===== config.mk =====
export PLATFORM = sky130hd
export DESIGN_NAME = nfa_sequence_matcher
export DESIGN_NICKNAME = d
export VERILOG_FILES = /design/src/nfa_pkg.sv /design/src/nfa_ram.sv /design/src/nfa_edge.sv /design/src/nfa_ctrl.sv /design/src/nfa_sequence_matcher.sv
export SDC_FILE = /design/constraint.sdc
export NUM_CORES = 2
export LEC_CHECK = 0
export ABC_AREA = 0
export BUFFER_PORTS_ARGS = -buffer_cell sky130_fd_sc_hd__buf_4
export CORE_MARGIN = 1.5
export CORE_UTILIZATION = 35
export DETAILED_ROUTE_END_ITERATION = 10
export GPL_ROUTABILITY_DRIVEN = 0
export GPL_TIMING_DRIVEN = 0
export SETUP_SLACK_MARGIN = 0.2
export SYNTH_ARGS = -nofsm -noshare
export SYNTH_HDL_FRONTEND = slang
export SYNTH_HIERARCHICAL = 1
export SYNTH_SLANG_ARGS = --single-unit

===== constraint.sdc =====
create_clock -name clk_i -period 3.3 [get_ports clk_i]
set_input_delay 0.66 -clock clk_i [delete_from_list [all_inputs] [get_ports clk_i]]
set_output_delay 0.66 -clock clk_i [all_outputs]
set_load 0.05 [all_outputs]

===== src/nfa_pkg.sv =====
`timescale 1ns / 1ps
`default_nettype none

package nfa_pkg;

  // default sizes, handed to the top level parameters
  localparam int unsigned NODE_COUNT_DEF = 64;
  localparam int unsigned LABEL_BITS_DEF = 7;

  // fixed field widths of the ports
  localparam int unsigned NODE_W     = 6;
  localparam int unsigned FIELD_LW   = 7;
  localparam int unsigned ACTION_W   = 2;
  localparam int unsigned CFG_IDX_W  = 2;
  localparam int unsigned CFG_DATA_W = 6;

  // input beat actions
  localparam logic [ACTION_W-1:0] ACT_WRITE = 2'd0;
  localparam logic [ACTION_W-1:0] ACT_FEED  = 2'd1;
  localparam logic [ACTION_W-1:0] ACT_END   = 2'd2;

  // configuration register indexes
  localparam logic [CFG_IDX_W-1:0] CFG_START  = 2'd0;
  localparam logic [CFG_IDX_W-1:0] CFG_ACCEPT = 2'd1;
  localparam logic [CFG_IDX_W-1:0] CFG_EMPTY  = 2'd2;

  // what the edge unit looks for
  typedef enum logic {
    MODE_CLOSE,
    MODE_FEED
  } mode_e;

  // command from the port side to the sequencer
  typedef struct packed {
    logic                go;
    logic [ACTION_W-1:0] action;
    logic                room;
  } cmd_t;

  // status from the sequencer back to the port side
  typedef struct packed {
    logic idle;
    logic res_valid;
    logic matched;
  } status_t;

endpackage

`default_nettype wire


===== src/nfa_ram.sv =====
`timescale 1ns / 1ps
`default_nettype none

module nfa_ram #(
  parameter int unsigned WIDTH = 26,
  parameter int unsigned DEPTH = 64
) (
  input  wire logic                     clk_i,
  input  wire logic                     we_i,
  input  wire logic [$clog2(DEPTH)-1:0] waddr_i,
  input  wire logic [WIDTH-1:0]         wdata_i,
  input  wire logic [$clog2(DEPTH)-1:0] raddr_i,
  output logic      [WIDTH-1:0]         rdata_o
);

  logic [WIDTH-1:0] mem_q [DEPTH];
  logic [WIDTH-1:0] rdata_q;

  // one write port, registered read port
  always_ff @(posedge clk_i) begin
    if (we_i) begin
      mem_q[waddr_i] <= wdata_i;
    end
    rdata_q <= mem_q[raddr_i];
  end

  assign rdata_o = rdata_q;

endmodule

`default_nettype wire


===== src/nfa_edge.sv =====
`timescale 1ns / 1ps
`default_nettype none

module nfa_edge #(
  parameter int unsigned NODE_COUNT = nfa_pkg::NODE_COUNT_DEF,
  parameter int unsigned LABEL_BITS = nfa_pkg::LABEL_BITS_DEF
) (
  input  wire logic [2*(LABEL_BITS+nfa_pkg::NODE_W)-1:0] entry_i,
  input  wire nfa_pkg::mode_e                            mode_i,
  input  wire logic [LABEL_BITS-1:0]                     symbol_i,
  output logic      [1:0]                                hit_o,
  output logic      [1:0][$clog2(NODE_COUNT)-1:0]        tgt_o
);

  localparam int unsigned AW = $clog2(NODE_COUNT);
  localparam int unsigned HW = LABEL_BITS + nfa_pkg::NODE_W;
  localparam int unsigned CW = ((AW > nfa_pkg::NODE_W) ? AW : nfa_pkg::NODE_W) + 1;
  localparam logic [LABEL_BITS-1:0] EPS = {LABEL_BITS{1'b1}};

  logic sym_ok;

  // symbol zero and the epsilon code never match a labelled edge
  assign sym_ok = (symbol_i != '0) && (symbol_i != EPS);

  // both transitions of one entry, first one in the upper half
  always_comb begin
    logic [LABEL_BITS-1:0]     label;
    logic [nfa_pkg::NODE_W-1:0] tgt;
    logic                      lab_hit;
    for (int e = 0; e < 2; e++) begin
      {label, tgt} = entry_i[(1-e)*HW +: HW];
      if (mode_i == nfa_pkg::MODE_CLOSE) begin
        lab_hit = (label == EPS);
      end else begin
        lab_hit = sym_ok && (label == symbol_i);
      end
      hit_o[e] = lab_hit && (CW'(tgt) < CW'(NODE_COUNT));
      tgt_o[e] = AW'(tgt);
    end
  end

endmodule

`default_nettype wire


===== src/nfa_ctrl.sv =====
`timescale 1ns / 1ps
`default_nettype none

module nfa_ctrl #(
  parameter int unsigned NODE_COUNT = nfa_pkg::NODE_COUNT_DEF,
  parameter int unsigned LABEL_BITS = nfa_pkg::LABEL_BITS_DEF
) (
  input  wire logic                       clk_i,
  input  wire logic                       rst_ni,
  input  wire nfa_pkg::cmd_t              cmd_i,
  input  wire logic [nfa_pkg::NODE_W-1:0] node_index_i,
  input  wire logic [LABEL_BITS-1:0]      first_label_i,
  input  wire logic [nfa_pkg::NODE_W-1:0] first_target_i,
  input  wire logic [LABEL_BITS-1:0]      second_label_i,
  input  wire logic [nfa_pkg::NODE_W-1:0] second_target_i,
  input  wire logic [LABEL_BITS-1:0]      symbol_i,
  input  wire logic [nfa_pkg::NODE_W-1:0] start_node_i,
  input  wire logic [nfa_pkg::NODE_W-1:0] accept_node_i,
  input  wire logic                       empty_pattern_i,
  output nfa_pkg::status_t                status_o
);

  localparam int unsigned AW = $clog2(NODE_COUNT);
  localparam int unsigned SW = $clog2(NODE_COUNT + 1);
  localparam int unsigned EW = 2 * (LABEL_BITS + nfa_pkg::NODE_W);
  localparam int unsigned CW = ((AW > nfa_pkg::NODE_W) ? AW : nfa_pkg::NODE_W) + 1;

  typedef enum logic [1:0] {
    S_IDLE,
    S_LOAD,
    S_SCAN,
    S_REPORT
  } state_e;

  typedef enum logic [1:0] {
    NX_IDLE,
    NX_FEED,
    NX_REPORT
  } then_e;

  state_e                  state_q, state_d;
  then_e                   then_q, then_d;
  nfa_pkg::mode_e          mode_q, mode_d;
  logic [SW-1:0]           scan_q, scan_d;
  logic                    rd_vld_q, rd_vld_d;
  logic [AW-1:0]           rd_node_q, rd_node_d;
  logic                    changed_q, changed_d;
  logic                    seen_q, seen_d;
  logic [LABEL_BITS-1:0]   sym_q, sym_d;
  logic [NODE_COUNT-1:0]   active_q, active_d;
  logic [NODE_COUNT-1:0]   next_q, next_d;
  logic                    res_q, res_d;
  logic                    matched_q, matched_d;

  logic                    ram_we;
  logic [EW-1:0]           ram_wdata;
  logic [EW-1:0]           ram_rdata;
  logic                    issue;
  logic                    wr_ok;
  logic                    start_ok;
  logic                    accept_ok;
  logic [1:0]              hit;
  logic [1:0][AW-1:0]      tgt;

  // range checks on node numbers
  assign wr_ok     = CW'(node_index_i) < CW'(NODE_COUNT);
  assign start_ok  = CW'(start_node_i) < CW'(NODE_COUNT);
  assign accept_ok = CW'(accept_node_i) < CW'(NODE_COUNT);
  assign issue     = scan_q < SW'(NODE_COUNT);

  assign ram_wdata = {first_label_i, first_target_i, second_label_i, second_target_i};

  // node table
  nfa_ram #(
    .WIDTH (EW),
    .DEPTH (NODE_COUNT)
  ) u_table (
    .clk_i   (clk_i),
    .we_i    (ram_we),
    .waddr_i (AW'(node_index_i)),
    .wdata_i (ram_wdata),
    .raddr_i (scan_q[AW-1:0]),
    .rdata_o (ram_rdata)
  );

  // shared transition matcher
  nfa_edge #(
    .NODE_COUNT (NODE_COUNT),
    .LABEL_BITS (LABEL_BITS)
  ) u_edge (
    .entry_i  (ram_rdata),
    .mode_i   (mode_q),
    .symbol_i (sym_q),
    .hit_o    (hit),
    .tgt_o    (tgt)
  );

  // sequencer: load start, scan passes, report
  always_comb begin
    state_d   = state_q;
    then_d    = then_q;
    mode_d    = mode_q;
    scan_d    = scan_q;
    rd_vld_d  = 1'b0;
    rd_node_d = scan_q[AW-1:0];
    changed_d = changed_q;
    seen_d    = seen_q;
    sym_d     = sym_q;
    active_d  = active_q;
    next_d    = next_q;
    res_d     = 1'b0;
    matched_d = matched_q;
    ram_we    = 1'b0;
    unique case (state_q)
      S_IDLE: begin
        if (cmd_i.go) begin
          unique case (cmd_i.action)
            nfa_pkg::ACT_WRITE: begin
              ram_we = wr_ok;
            end
            nfa_pkg::ACT_FEED: begin
              sym_d  = symbol_i;
              seen_d = 1'b1;
              if (seen_q) begin
                state_d = S_SCAN;
                mode_d  = nfa_pkg::MODE_FEED;
                scan_d  = '0;
                next_d  = '0;
              end else begin
                state_d = S_LOAD;
                then_d  = NX_FEED;
              end
            end
            nfa_pkg::ACT_END: begin
              if (seen_q) begin
                state_d = S_REPORT;
              end else begin
                state_d = S_LOAD;
                then_d  = NX_REPORT;
              end
            end
            default: ;
          endcase
        end
      end
      S_LOAD: begin
        active_d = '0;
        if (start_ok) begin
          active_d[AW'(start_node_i)] = 1'b1;
        end
        state_d   = S_SCAN;
        mode_d    = nfa_pkg::MODE_CLOSE;
        scan_d    = '0;
        changed_d = 1'b0;
      end
      S_SCAN: begin
        // issue one table read per cycle
        if (issue) begin
          scan_d   = scan_q + 1'b1;
          rd_vld_d = 1'b1;
        end
        // apply the entry read last cycle if its node is active
        if (rd_vld_q && active_q[rd_node_q]) begin
          for (int e = 0; e < 2; e++) begin
            if (hit[e]) begin
              if (mode_q == nfa_pkg::MODE_FEED) begin
                next_d[tgt[e]] = 1'b1;
              end else begin
                if (!active_q[tgt[e]]) begin
                  changed_d = 1'b1;
                end
                active_d[tgt[e]] = 1'b1;
              end
            end
          end
        end
        // pass finished
        if (!issue && !rd_vld_q) begin
          scan_d    = '0;
          changed_d = 1'b0;
          if (mode_q == nfa_pkg::MODE_FEED) begin
            active_d = next_q;
            mode_d   = nfa_pkg::MODE_CLOSE;
            then_d   = NX_IDLE;
          end else if (!changed_q) begin
            unique case (then_q)
              NX_FEED: begin
                mode_d = nfa_pkg::MODE_FEED;
                next_d = '0;
              end
              NX_REPORT: state_d = S_REPORT;
              NX_IDLE:   state_d = S_IDLE;
            endcase
          end
        end
      end
      S_REPORT: begin
        if (cmd_i.room) begin
          res_d     = 1'b1;
          matched_d = empty_pattern_i ? !seen_q
                                      : (accept_ok && active_q[AW'(accept_node_i)]);
          seen_d    = 1'b0;
          state_d   = S_IDLE;
        end
      end
      default: state_d = S_IDLE;
    endcase
  end

  // state and registered outputs
  always_ff @(posedge clk_i or negedge rst_ni) begin
    if (!rst_ni) begin
      state_q   <= S_IDLE;
      then_q    <= NX_IDLE;
      mode_q    <= nfa_pkg::MODE_CLOSE;
      scan_q    <= '0;
      rd_vld_q  <= 1'b0;
      rd_node_q <= '0;
      changed_q <= 1'b0;
      seen_q    <= 1'b0;
      sym_q     <= '0;
      active_q  <= '0;
      next_q    <= '0;
      res_q     <= 1'b0;
      matched_q <= 1'b0;
    end else begin
      state_q   <= state_d;
      then_q    <= then_d;
      mode_q    <= mode_d;
      scan_q    <= scan_d;
      rd_vld_q  <= rd_vld_d;
      rd_node_q <= rd_node_d;
      changed_q <= changed_d;
      seen_q    <= seen_d;
      sym_q     <= sym_d;
      active_q  <= active_d;
      next_q    <= next_d;
      res_q     <= res_d;
      matched_q <= matched_d;
    end
  end

  assign status_o.idle      = (state_q == S_IDLE);
  assign status_o.res_valid = res_q;
  assign status_o.matched   = matched_q;

  // checks
  a_cmd_only_idle: assert property (@(posedge clk_i) disable iff (!rst_ni)
    cmd_i.go |-> state_q == S_IDLE)
    else $error("command beat taken while sequencer busy");

  a_rd_in_scan: assert property (@(posedge clk_i) disable iff (!rst_ni)
    rd_vld_q |-> state_q == S_SCAN)
    else $error("table read data pending outside a scan");

  a_res_after_report: assert property (@(posedge clk_i) disable iff (!rst_ni)
    res_q |-> $past(state_q == S_REPORT) && state_q == S_IDLE)
    else $error("result without a report step");

endmodule

`default_nettype wire


===== src/nfa_sequence_matcher.sv =====
`timescale 1ns / 1ps
`default_nettype none

// NFA sequence matcher
// Input channel (in_valid_i / in_ready_o) carries one beat per action: write
// a node entry, feed a symbol, or end the sequence. Only an end beat yields a
// result beat on the output channel (out_valid_o / out_ready_i, matched_o).
// Configuration (start node, accept node, empty-pattern mode) is written
// through cfg_we_i / cfg_index_i / cfg_data_i; the user must write it only
// while the block is idle, which the block itself does not enforce.
// One beat is processed at a time; in_ready_o is low while it is at work.
// A feed takes one table scan for the symbol step plus one scan per
// epsilon-closure pass (at most longest epsilon chain + 1 passes); the first
// symbol of a sequence adds a load step and the closure passes of the start
// node. An end beat goes to the report step, after the start closure when no
// symbol was fed. The single table read port sets the rate: one node entry per cycle.
// After reset the configuration is zero, no symbol has been seen and the
// node table holds nothing defined until written. When the receiver stalls,
// the result waits in the output register and the next end beat waits for it.
module nfa_sequence_matcher #(
  parameter int unsigned NODE_COUNT = nfa_pkg::NODE_COUNT_DEF,
  parameter int unsigned LABEL_BITS = nfa_pkg::LABEL_BITS_DEF
) (
  input  wire logic                           clk_i,
  input  wire logic                           rst_ni,
  input  wire logic                           cfg_we_i,
  input  wire logic [nfa_pkg::CFG_IDX_W-1:0]  cfg_index_i,
  input  wire logic [nfa_pkg::CFG_DATA_W-1:0] cfg_data_i,
  input  wire logic                           in_valid_i,
  output logic                                in_ready_o,
  input  wire logic [nfa_pkg::ACTION_W-1:0]   action_i,
  input  wire logic [nfa_pkg::NODE_W-1:0]     node_index_i,
  input  wire logic [nfa_pkg::FIELD_LW-1:0]   first_label_i,
  input  wire logic [nfa_pkg::NODE_W-1:0]     first_target_i,
  input  wire logic [nfa_pkg::FIELD_LW-1:0]   second_label_i,
  input  wire logic [nfa_pkg::NODE_W-1:0]     second_target_i,
  input  wire logic [nfa_pkg::FIELD_LW-1:0]   symbol_i,
  output logic                                out_valid_o,
  input  wire logic                           out_ready_i,
  output logic                                matched_o
);

  logic [nfa_pkg::NODE_W-1:0] start_q;
  logic [nfa_pkg::NODE_W-1:0] accept_q;
  logic                       empty_q;
  logic                       out_valid_q;
  logic                       out_matched_q;
  nfa_pkg::cmd_t              cmd;
  nfa_pkg::status_t           sts;

  // configuration registers
  always_ff @(posedge clk_i or negedge rst_ni) begin
    if (!rst_ni) begin
      start_q  <= '0;
      accept_q <= '0;
      empty_q  <= 1'b0;
    end else if (cfg_we_i) begin
      unique case (cfg_index_i)
        nfa_pkg::CFG_START:  start_q  <= cfg_data_i;
        nfa_pkg::CFG_ACCEPT: accept_q <= cfg_data_i;
        nfa_pkg::CFG_EMPTY:  empty_q  <= cfg_data_i[0];
        default: ;
      endcase
    end
  end

  // input side
  assign in_ready_o = sts.idle;
  assign cmd.go     = in_valid_i && sts.idle;
  assign cmd.action = action_i;
  assign cmd.room   = !out_valid_q;

  nfa_ctrl #(
    .NODE_COUNT (NODE_COUNT),
    .LABEL_BITS (LABEL_BITS)
  ) u_ctrl (
    .clk_i           (clk_i),
    .rst_ni          (rst_ni),
    .cmd_i           (cmd),
    .node_index_i    (node_index_i),
    .first_label_i   (LABEL_BITS'(first_label_i)),
    .first_target_i  (first_target_i),
    .second_label_i  (LABEL_BITS'(second_label_i)),
    .second_target_i (second_target_i),
    .symbol_i        (LABEL_BITS'(symbol_i)),
    .start_node_i    (start_q),
    .accept_node_i   (accept_q),
    .empty_pattern_i (empty_q),
    .status_o        (sts)
  );

  // output register
  always_ff @(posedge clk_i or negedge rst_ni) begin
    if (!rst_ni) begin
      out_valid_q   <= 1'b0;
      out_matched_q <= 1'b0;
    end else if (sts.res_valid) begin
      out_valid_q   <= 1'b1;
      out_matched_q <= sts.matched;
    end else if (out_ready_i) begin
      out_valid_q   <= 1'b0;
    end
  end

  assign out_valid_o = out_valid_q;
  assign matched_o   = out_matched_q;

  // checks
  a_no_overwrite: assert property (@(posedge clk_i) disable iff (!rst_ni)
    sts.res_valid |-> !out_valid_q)
    else $error("result beat would overwrite a pending one");

endmodule

`default_nettype wire


## Yosys cells after proc, flatten, opt, wreduce, memory -nomap -nowiden

Memory sizes are Yosys's and may differ from the RTL's. A register that Yosys moved wholly into a read port is not among the register bits.
Cells that the tools add are included.

| storage, ports and cells | value |
|---|---|
| RAM bits | 1664 |
| output and inout bits | 3 |
| input bits | 54 |
| word-level logic and storage cells | 193 |
| register bits | 173 |
| memories kept | 1 |

| operators by class | value |
|---|---|
| mux-type cells | 97 |
| magnitude comparators | 9 |
| reductions and logical operators | 34 |
| bitwise logic cells | 5 |
| $add $sub $neg | 1 |
| equal/unequal tests | 28 |

Memory list:

| name | words | bits a word | rd ports | clocked after memory_dff | wr ports | line | RTL |
|---|---|---|---|---|---|---|---|
| u_ctrl.u_table.mem_q | 64 | 26 | 1 | 1 | 1 | nfa_ram.sv:16 | `logic [WIDTH-1:0] mem_q [DEPTH];` |

Operators by type and width:

| cell | number |
|---|---|
| 64-bit two-way mux | 23 |
| 64-bit bitwise OR | 4 |
| 64-bit case mux with 2 select lines | 2 |
| 1-bit two-way mux | 39 |
| 6-bit by 7-bit < comparator with 1-bit output, second input constant | 5 |
| 7-bit two-way mux | 5 |
| 1-bit binary-select mux with 6-bit select | 4 |
| 2-bit two-way mux | 12 |
| 7-bit case mux with 3 select lines | 1 |
| 1-bit demux with 6-bit select | 3 |
| 6-bit by 1-bit greater-or-equal comparator with 1-bit output, second input constant | 3 |
| 2-bit case mux with 2 select lines | 4 |
| 7-bit equality test | 2 |
| 7-bit equality test, second input constant | 2 |
| 7-bit AND reduction | 2 |
| 2-bit equality test, second input constant | 5 |
| 2-bit by 1-bit != test with 1-bit output, second input constant | 5 |
| 2-bit AND reduction | 5 |
| 5-bit AND reduction | 2 |
| 1-bit logical AND | 9 |
| 3-bit by 1-bit != test with 1-bit output, second input constant | 3 |
| 3-bit != test, second input constant | 3 |
| 2-bit by 1-bit equality test with 1-bit output, second input constant | 4 |
| 2-bit logical NOT | 4 |
| 14 further kinds | 23 |

## Logic depth before layout (Yosys ltp)

| logic depth | value |
|---|---|
| word-level depth | 18 |
| mapped depth | 11 |
| gate-level depth less buffers | 10 |

## Hierarchy

Netlist, hierarchy kept.

By module, submodules not included:

| module | area each (µm²) | sequential area each (µm²) | instances | cells an instance |
|---|---|---|---|---|
| nfa_ram | 64235.4 | 50488.4 | 1 | 2827 |
| nfa_ctrl | 10752.8 | 3953.8 | 1 | 1078 |
| nfa_sequence_matcher | 588.1 | 375.4 | 1 | 35 |
| nfa_edge | 326.6 | 0.0 | 1 | 42 |

## Least setup slack after synthesis

Ideal clock, no wire load.

| timing | value |
|---|---|
| path type | reg2reg |
| start | register u_ctrl.state_q[0] |
| end | memory u_ctrl.u_table.mem_q[27][0] (enable) |
| setup slack | -0.593 ns |
| library setup time | 0.409 ns |
| stages on the path, launching flop included | 11 |
| required time | 2.891 ns |
| buffers on the path | 3 |
| arrival time | 3.484 ns |
| clock period less this slack | 3.893 ns |
| cells stage by stage | dfrtp_1 inv_1 ha_1 clkbuf_1 inv_1 nor4b_1 buf_1 inv_1 or2_2 clkbuf_1 nor2_1 |

| between the ends | value |
|---|---|
| word-level cells in the longest chain between the ends | 6 |

Ends and longest elaborated chain:

| item | line | RTL |
|---|---|---|
| start, declared | nfa_ctrl.sv:41 | `state_e state_q, state_d;` |
| start signal, assigned | nfa_ctrl.sv:227 | `state_q <= state_d;` |
| 2-bit logical NOT * | nfa_ctrl.sv:243 | `assign status_o.idle = (state_q == S_IDLE);` |
| named net in_ready_o | nfa_sequence_matcher.sv:30 | `output logic in_ready_o,` |
| 1-bit logical AND | nfa_sequence_matcher.sv:69 | `assign cmd.go = in_valid_i && sts.idle;` |
| 1-bit two-way mux | nfa_ctrl.sv:116 | `if (cmd_i.go) begin` |
| 1-bit two-way mux * | nfa_ctrl.sv:114 | `unique case (state_q)` |
| named net u_ctrl.ram_we | nfa_ctrl.sv:55 | `logic ram_we;` |
| 1-bit two-way mux * | nfa_ram.sv:21 | `if (we_i) begin` |
| 1-bit two-way mux (not written as such) * | nfa_ram.sv:22 | `mem_q[waddr_i] <= wdata_i;` |
| end, declared | nfa_ram.sv:16 |  |

The timed path passes the listed nets; every way through them passes the cells marked *.

==> impl_summary.md <==
Synthesis
The cell type with the highest aggregate area in the netlist is sky130_fd_sc_hd__edfxtp_1. After synthesis the cells add up to ~0.076 sq mm. The most used flip-flop cell after synthesis is sky130_fd_sc_hd__edfxtp_1. The post-synthesis sequential area ratio is 0.722. Synthesis handed over a netlist of 3982 instances. The synthesis-stage register bit count is about 1900. Of the post-synthesis cell area, the dominant cell type holds 0.658. The number of enable-type register cells in the synthesized netlist is approximately 1700. The count of distinct cell types in the synthesized netlist is 65. After synthesis, the share of flip-flops with an asynchronous set or reset is 0.0929. The number of nets produced by synthesis is 4041. The number of warnings reported in the yosys synthesis log is 6. Each instance of the synthesized netlist takes up on average around 19 sq um. Ranked by total cell area, the synthesized netlist is headed by sky130_fd_sc_hd__edfxtp_1 (66%), sky130_fd_sc_hd__mux4_2 (13%), sky130_fd_sc_hd__dfrtp_1 (5.7%).

CTS
The CTS tree is yes. The clock slew seen by the registers of the worst setup and hold paths is approximately 0.060 ns. In this run the clock root is driven by a sky130_fd_sc_hd__clkbuf_16. The maximum clock path buffer count is 3. The number of buffers added by the clock tree synthesis step is between 150 and 200.

The count of H-tree levels built during CTS is 4. Counting every sink on the clock net gives 1863. At the later pin of the worst-skew pair, clock insertion delay measures roughly 0.86 ns.

Floorplan
The floorplan step set the die height to between 400 and 500 um. 57 I/O pins were placed. The floorplan step defined a die boundary enclosing ~0.22 sq mm.

The number of placement rows is 170. The placeable core region is roughly 0.22 sq mm. The die is approximately 470 um wide. The initial cell density of the core is 0.353.

GRT
The total routing resource utilization after global routing is 0.202. The largest net degree at the start of global routing is between 90 and 100. The first global-routing pass estimated 318000 um of wire. The total overflow left after global routing is 0. The via count of the first global-routing pass is ~43000. The number of antenna violations at the first check in global routing was 6.

Setup path
The worst setup path is captured at a register. For the worst flop-to-flop path, the logic depth is 7. The critical path is of the reg -> reg type. The largest driver fanout on the critical path is 10. The arrival time at the worst endpoint is roughly 4 ns. The data required time of the worst path is 4.01 ns.

The signal on the critical path passes through buf_2 -> buf_2 -> clkbuf_2 -> clkbuf_2 -> a221oi_1 -> a31oi_1 -> o21a_1. The maximum single-stage delay on the critical path is about 0.47 ns. The standard cell with the maximum stage delay on the critical path is sky130_fd_sc_hd__buf_2. The worst setup path is launched from a register.

STA
Across all hold checks on the routed design, the worst slack comes to approximately 0.085 ns. The post-route clock period utilization is 0.964. Setup repair after global routing could not meet its margin everywhere. The clock period minus final worst setup slack is 3.18 ns.

The total count of max-transition violations in the final report is 9. The total count of hold-check failures in the final report is 0. Headroom to the max-slew limit came out at -0.0367. Derived from the worst setup path, the maximum achievable clock frequency is approximately 310 MHz.

The worst clock skew is 0.0945 ns. At the pin with the least slew margin, the transition time is ~1.5 ns. Setup violations remaining at the end of the flow were counted as 0.

Cells and area
The area growth from synthesis to layout is 19.0%. The net count of the finished layout is around 4500. The final core utilization is 0.420. In the final layout, the share of cells above drive strength 1 is 0.322. The layout has roughly 19000 filler cells.

Power
VDD sags by at most just under 600 uV. In this run the static leakage power is approximately 29 nW. The total power divided by cell area is ~740 mW/mm^2.

Detailed routing
The routed layout has 43315 vias. The wire length reported by the detailed router is 226000 um. The post-detailed-route count of antenna-violating nets is 0. In this run, the number of DRC markers left after iteration 0 of detailed routing was 5445.

Dividing the detail-routed wire length by the instance count gives between 30 and 40 um. For this run, design rule violations remaining after detail routing come to 0. After detailed routing, the number of vias per cell comes to 5.81. The iteration count of the initial detailed-routing pass is 8.

Flow run
The reported max-cap violation count is 1.

Min path
The tightest min-delay check is of the in -> reg type. The hold path depth is 2.

Placement
Port buffering added 50 buffers. Detailed placement ended at an HPWL of 141000 um.

Status
The run finished, with violations left. The checks that failed: max-capacitance violations, max-slew violations.
-- cells in the mapped netlist, drive strengths merged (3+ instances only) --
cell,instances
a211oi,3
a21oi,86
a221o,4
a221oi,58
a22o,121
a22oi,50
a31oi,83
and2,8
and3,19
buf,150
clkbuf,132
dfrtp,173
dfxtp,26
edfxtp,1664
ha,5
inv,15
mux2,149
mux2i,121
mux4,439
nand2,81
nand2b,14
nand3,52
nand3b,24
nand4,10
nand4b,3
nor2,174
nor2b,17
nor3,14
nor3b,8
nor4,4
o211ai,6
o21a,15
o21ai,45
o21bai,3
o221ai,4
o22ai,130
or2,15
or3,14
or3b,7
xnor2,6
xor2,9
-- final cells by class --
type	count	area [sq um]	share of cell area
Clock inverter	81	881	0.00976
Timing Repair Buffer	258	3280	0.0364
Tap cell	2838	3550	0.0393
Clock buffer	264	5130	0.0568
Sequential cell	1863	54800	0.607
Multi-Input combinational cell	1851	21000	0.232
Inverter	15	63.8	0.000707
Buffer	276	1590	0.0176
Antenna cell	3	7.51	0.0000831
-- metal layers --
layer / up-vias / routed length (um) / part of all wire / global-route usage
li1: 17545 / - / - / -
met1: 23068 / 90900 / 0.40 / 0.278
met2: 2299 / 107000 / 0.47 / 0.321
met3: 397 / 20600 / 0.091 / 0.0436
met4: 6 / 7430 / 0.033 / 0.0652
met5: - / 36 / 0.00016 / 0
-- what timing repair did --
| action | 4_1_cts | 5_1_grt |
|---|---|---|
| setup buffers | 133 | 17 |
| cloned | 28 | 4 |
| hold buffers | 9 | 0 |
| setup endpoints to repair | 1813 | 366 |
| pin swaps | 75 | 8 |
| endpoints found under the hold margin | 97 | 0 |
| gates resized for setup | 182 | 78 |
-- sequential cells by signal, summed over array words and instances, names as in the netlist, 2 cells and up --
name	count
accept_q	6
u_ctrl/scan_q	7
u_ctrl/next_q	64
start_q	6
u_ctrl/then_q	2
u_ctrl/state_q	2
u_ctrl/u_table/rdata_o	26
u_ctrl/u_table/mem_q	1664
u_ctrl/sym_q	7
u_ctrl/active_q	64
u_ctrl/rd_node_q	6
-- cells in the final DEF, fill, tap and decap left out, types with 83 or more instances in the layout --
| cell | n |
|---|---|
| sky130_fd_sc_hd__edfxtp_1 | 1664 |
| sky130_fd_sc_hd__a31oi_1 | 83 |
| sky130_fd_sc_hd__a22o_1 | 121 |
| sky130_fd_sc_hd__a21oi_1 | 86 |
| sky130_fd_sc_hd__clkbuf_16 | 191 |
| sky130_fd_sc_hd__clkbuf_1 | 148 |
| sky130_fd_sc_hd__mux2i_1 | 115 |
| sky130_fd_sc_hd__dfrtp_1 | 169 |
| sky130_fd_sc_hd__buf_4 | 199 |
| sky130_fd_sc_hd__nor2_1 | 103 |
| sky130_fd_sc_hd__mux4_2 | 439 |
| sky130_fd_sc_hd__o22ai_1 | 101 |
| sky130_fd_sc_hd__mux2_2 | 149 |
| sky130_fd_sc_hd__nor2_4 | 86 |
-- worst paths after layout --
kind | startpoint | to | slack, ns
min in group asynchronous | rst_ni | u_ctrl/next_q[32] | 0.47
hold reg to reg | u_ctrl/scan_q[1] | u_ctrl/rd_node_q[1] | 0.49
hold / removal | cfg_data_i[5] | start_q[5] | 0.08
setup / recovery | u_ctrl/scan_q[1] | u_ctrl/u_table/rdata_o[0] | 0.12
max in group asynchronous | rst_ni | u_ctrl/scan_q[2] | 1.89
setup reg to reg | u_ctrl/scan_q[1] | u_ctrl/u_table/rdata_o[0] | 0.12
-- kinds of logic (layout without fill, tap and decap cells) --
logic type / after synthesis / after routing / share of synthesized area
flops: 1863 / 1863 / 0.722
mux: 709 / 709 / 0.168
compound gates: 624 / 624 / 0.0573
simple gates: 469 / 498 / 0.0305
buf+inv: 297 / 894 / 0.0191
xor+xnor: 15 / 15 / 0.00173
fa+ha+maj: 5 / 5 / 0.000824
other cells: 0 / 3 / 0
-- through the flow --
stage / power, mW / TNS, ns / area (sq um) / setup WS, ns / instances
finish: 66.7 / 0 / 90300 / 0.119 / 7449
global route: 68.8 / 0 / 90300 / 0.124 / 7446
CTS: 66.6 / 0 / 89700 / 0.0513 / 7427
floorplan: 39.1 / 0 / 76200 / 0.0314 / 3982
global placement: 45.2 / -4758.83 / 80100 / -3.80 / 6870
detailed placement: 45.5 / -1252.95 / 81300 / -1.55 / 6915
-- power by group --
group	internal [mW]	leakage, nW	switching (mW)
clock network	11.7	2.91	9.12
logic	7.49	8.25	10.7
registers	26.5	17.4	1.22
total	45.7	28.6	21.0
-- worst max-delay path: cells and delay by family, from the launching register on --
family	cells	cell delay [ns]
flip-flops	1	0.43
buffers and inverters	4	1.68
AO/OA/AOI/OAI	3	0.94
(Power assumes the default switching activity.)
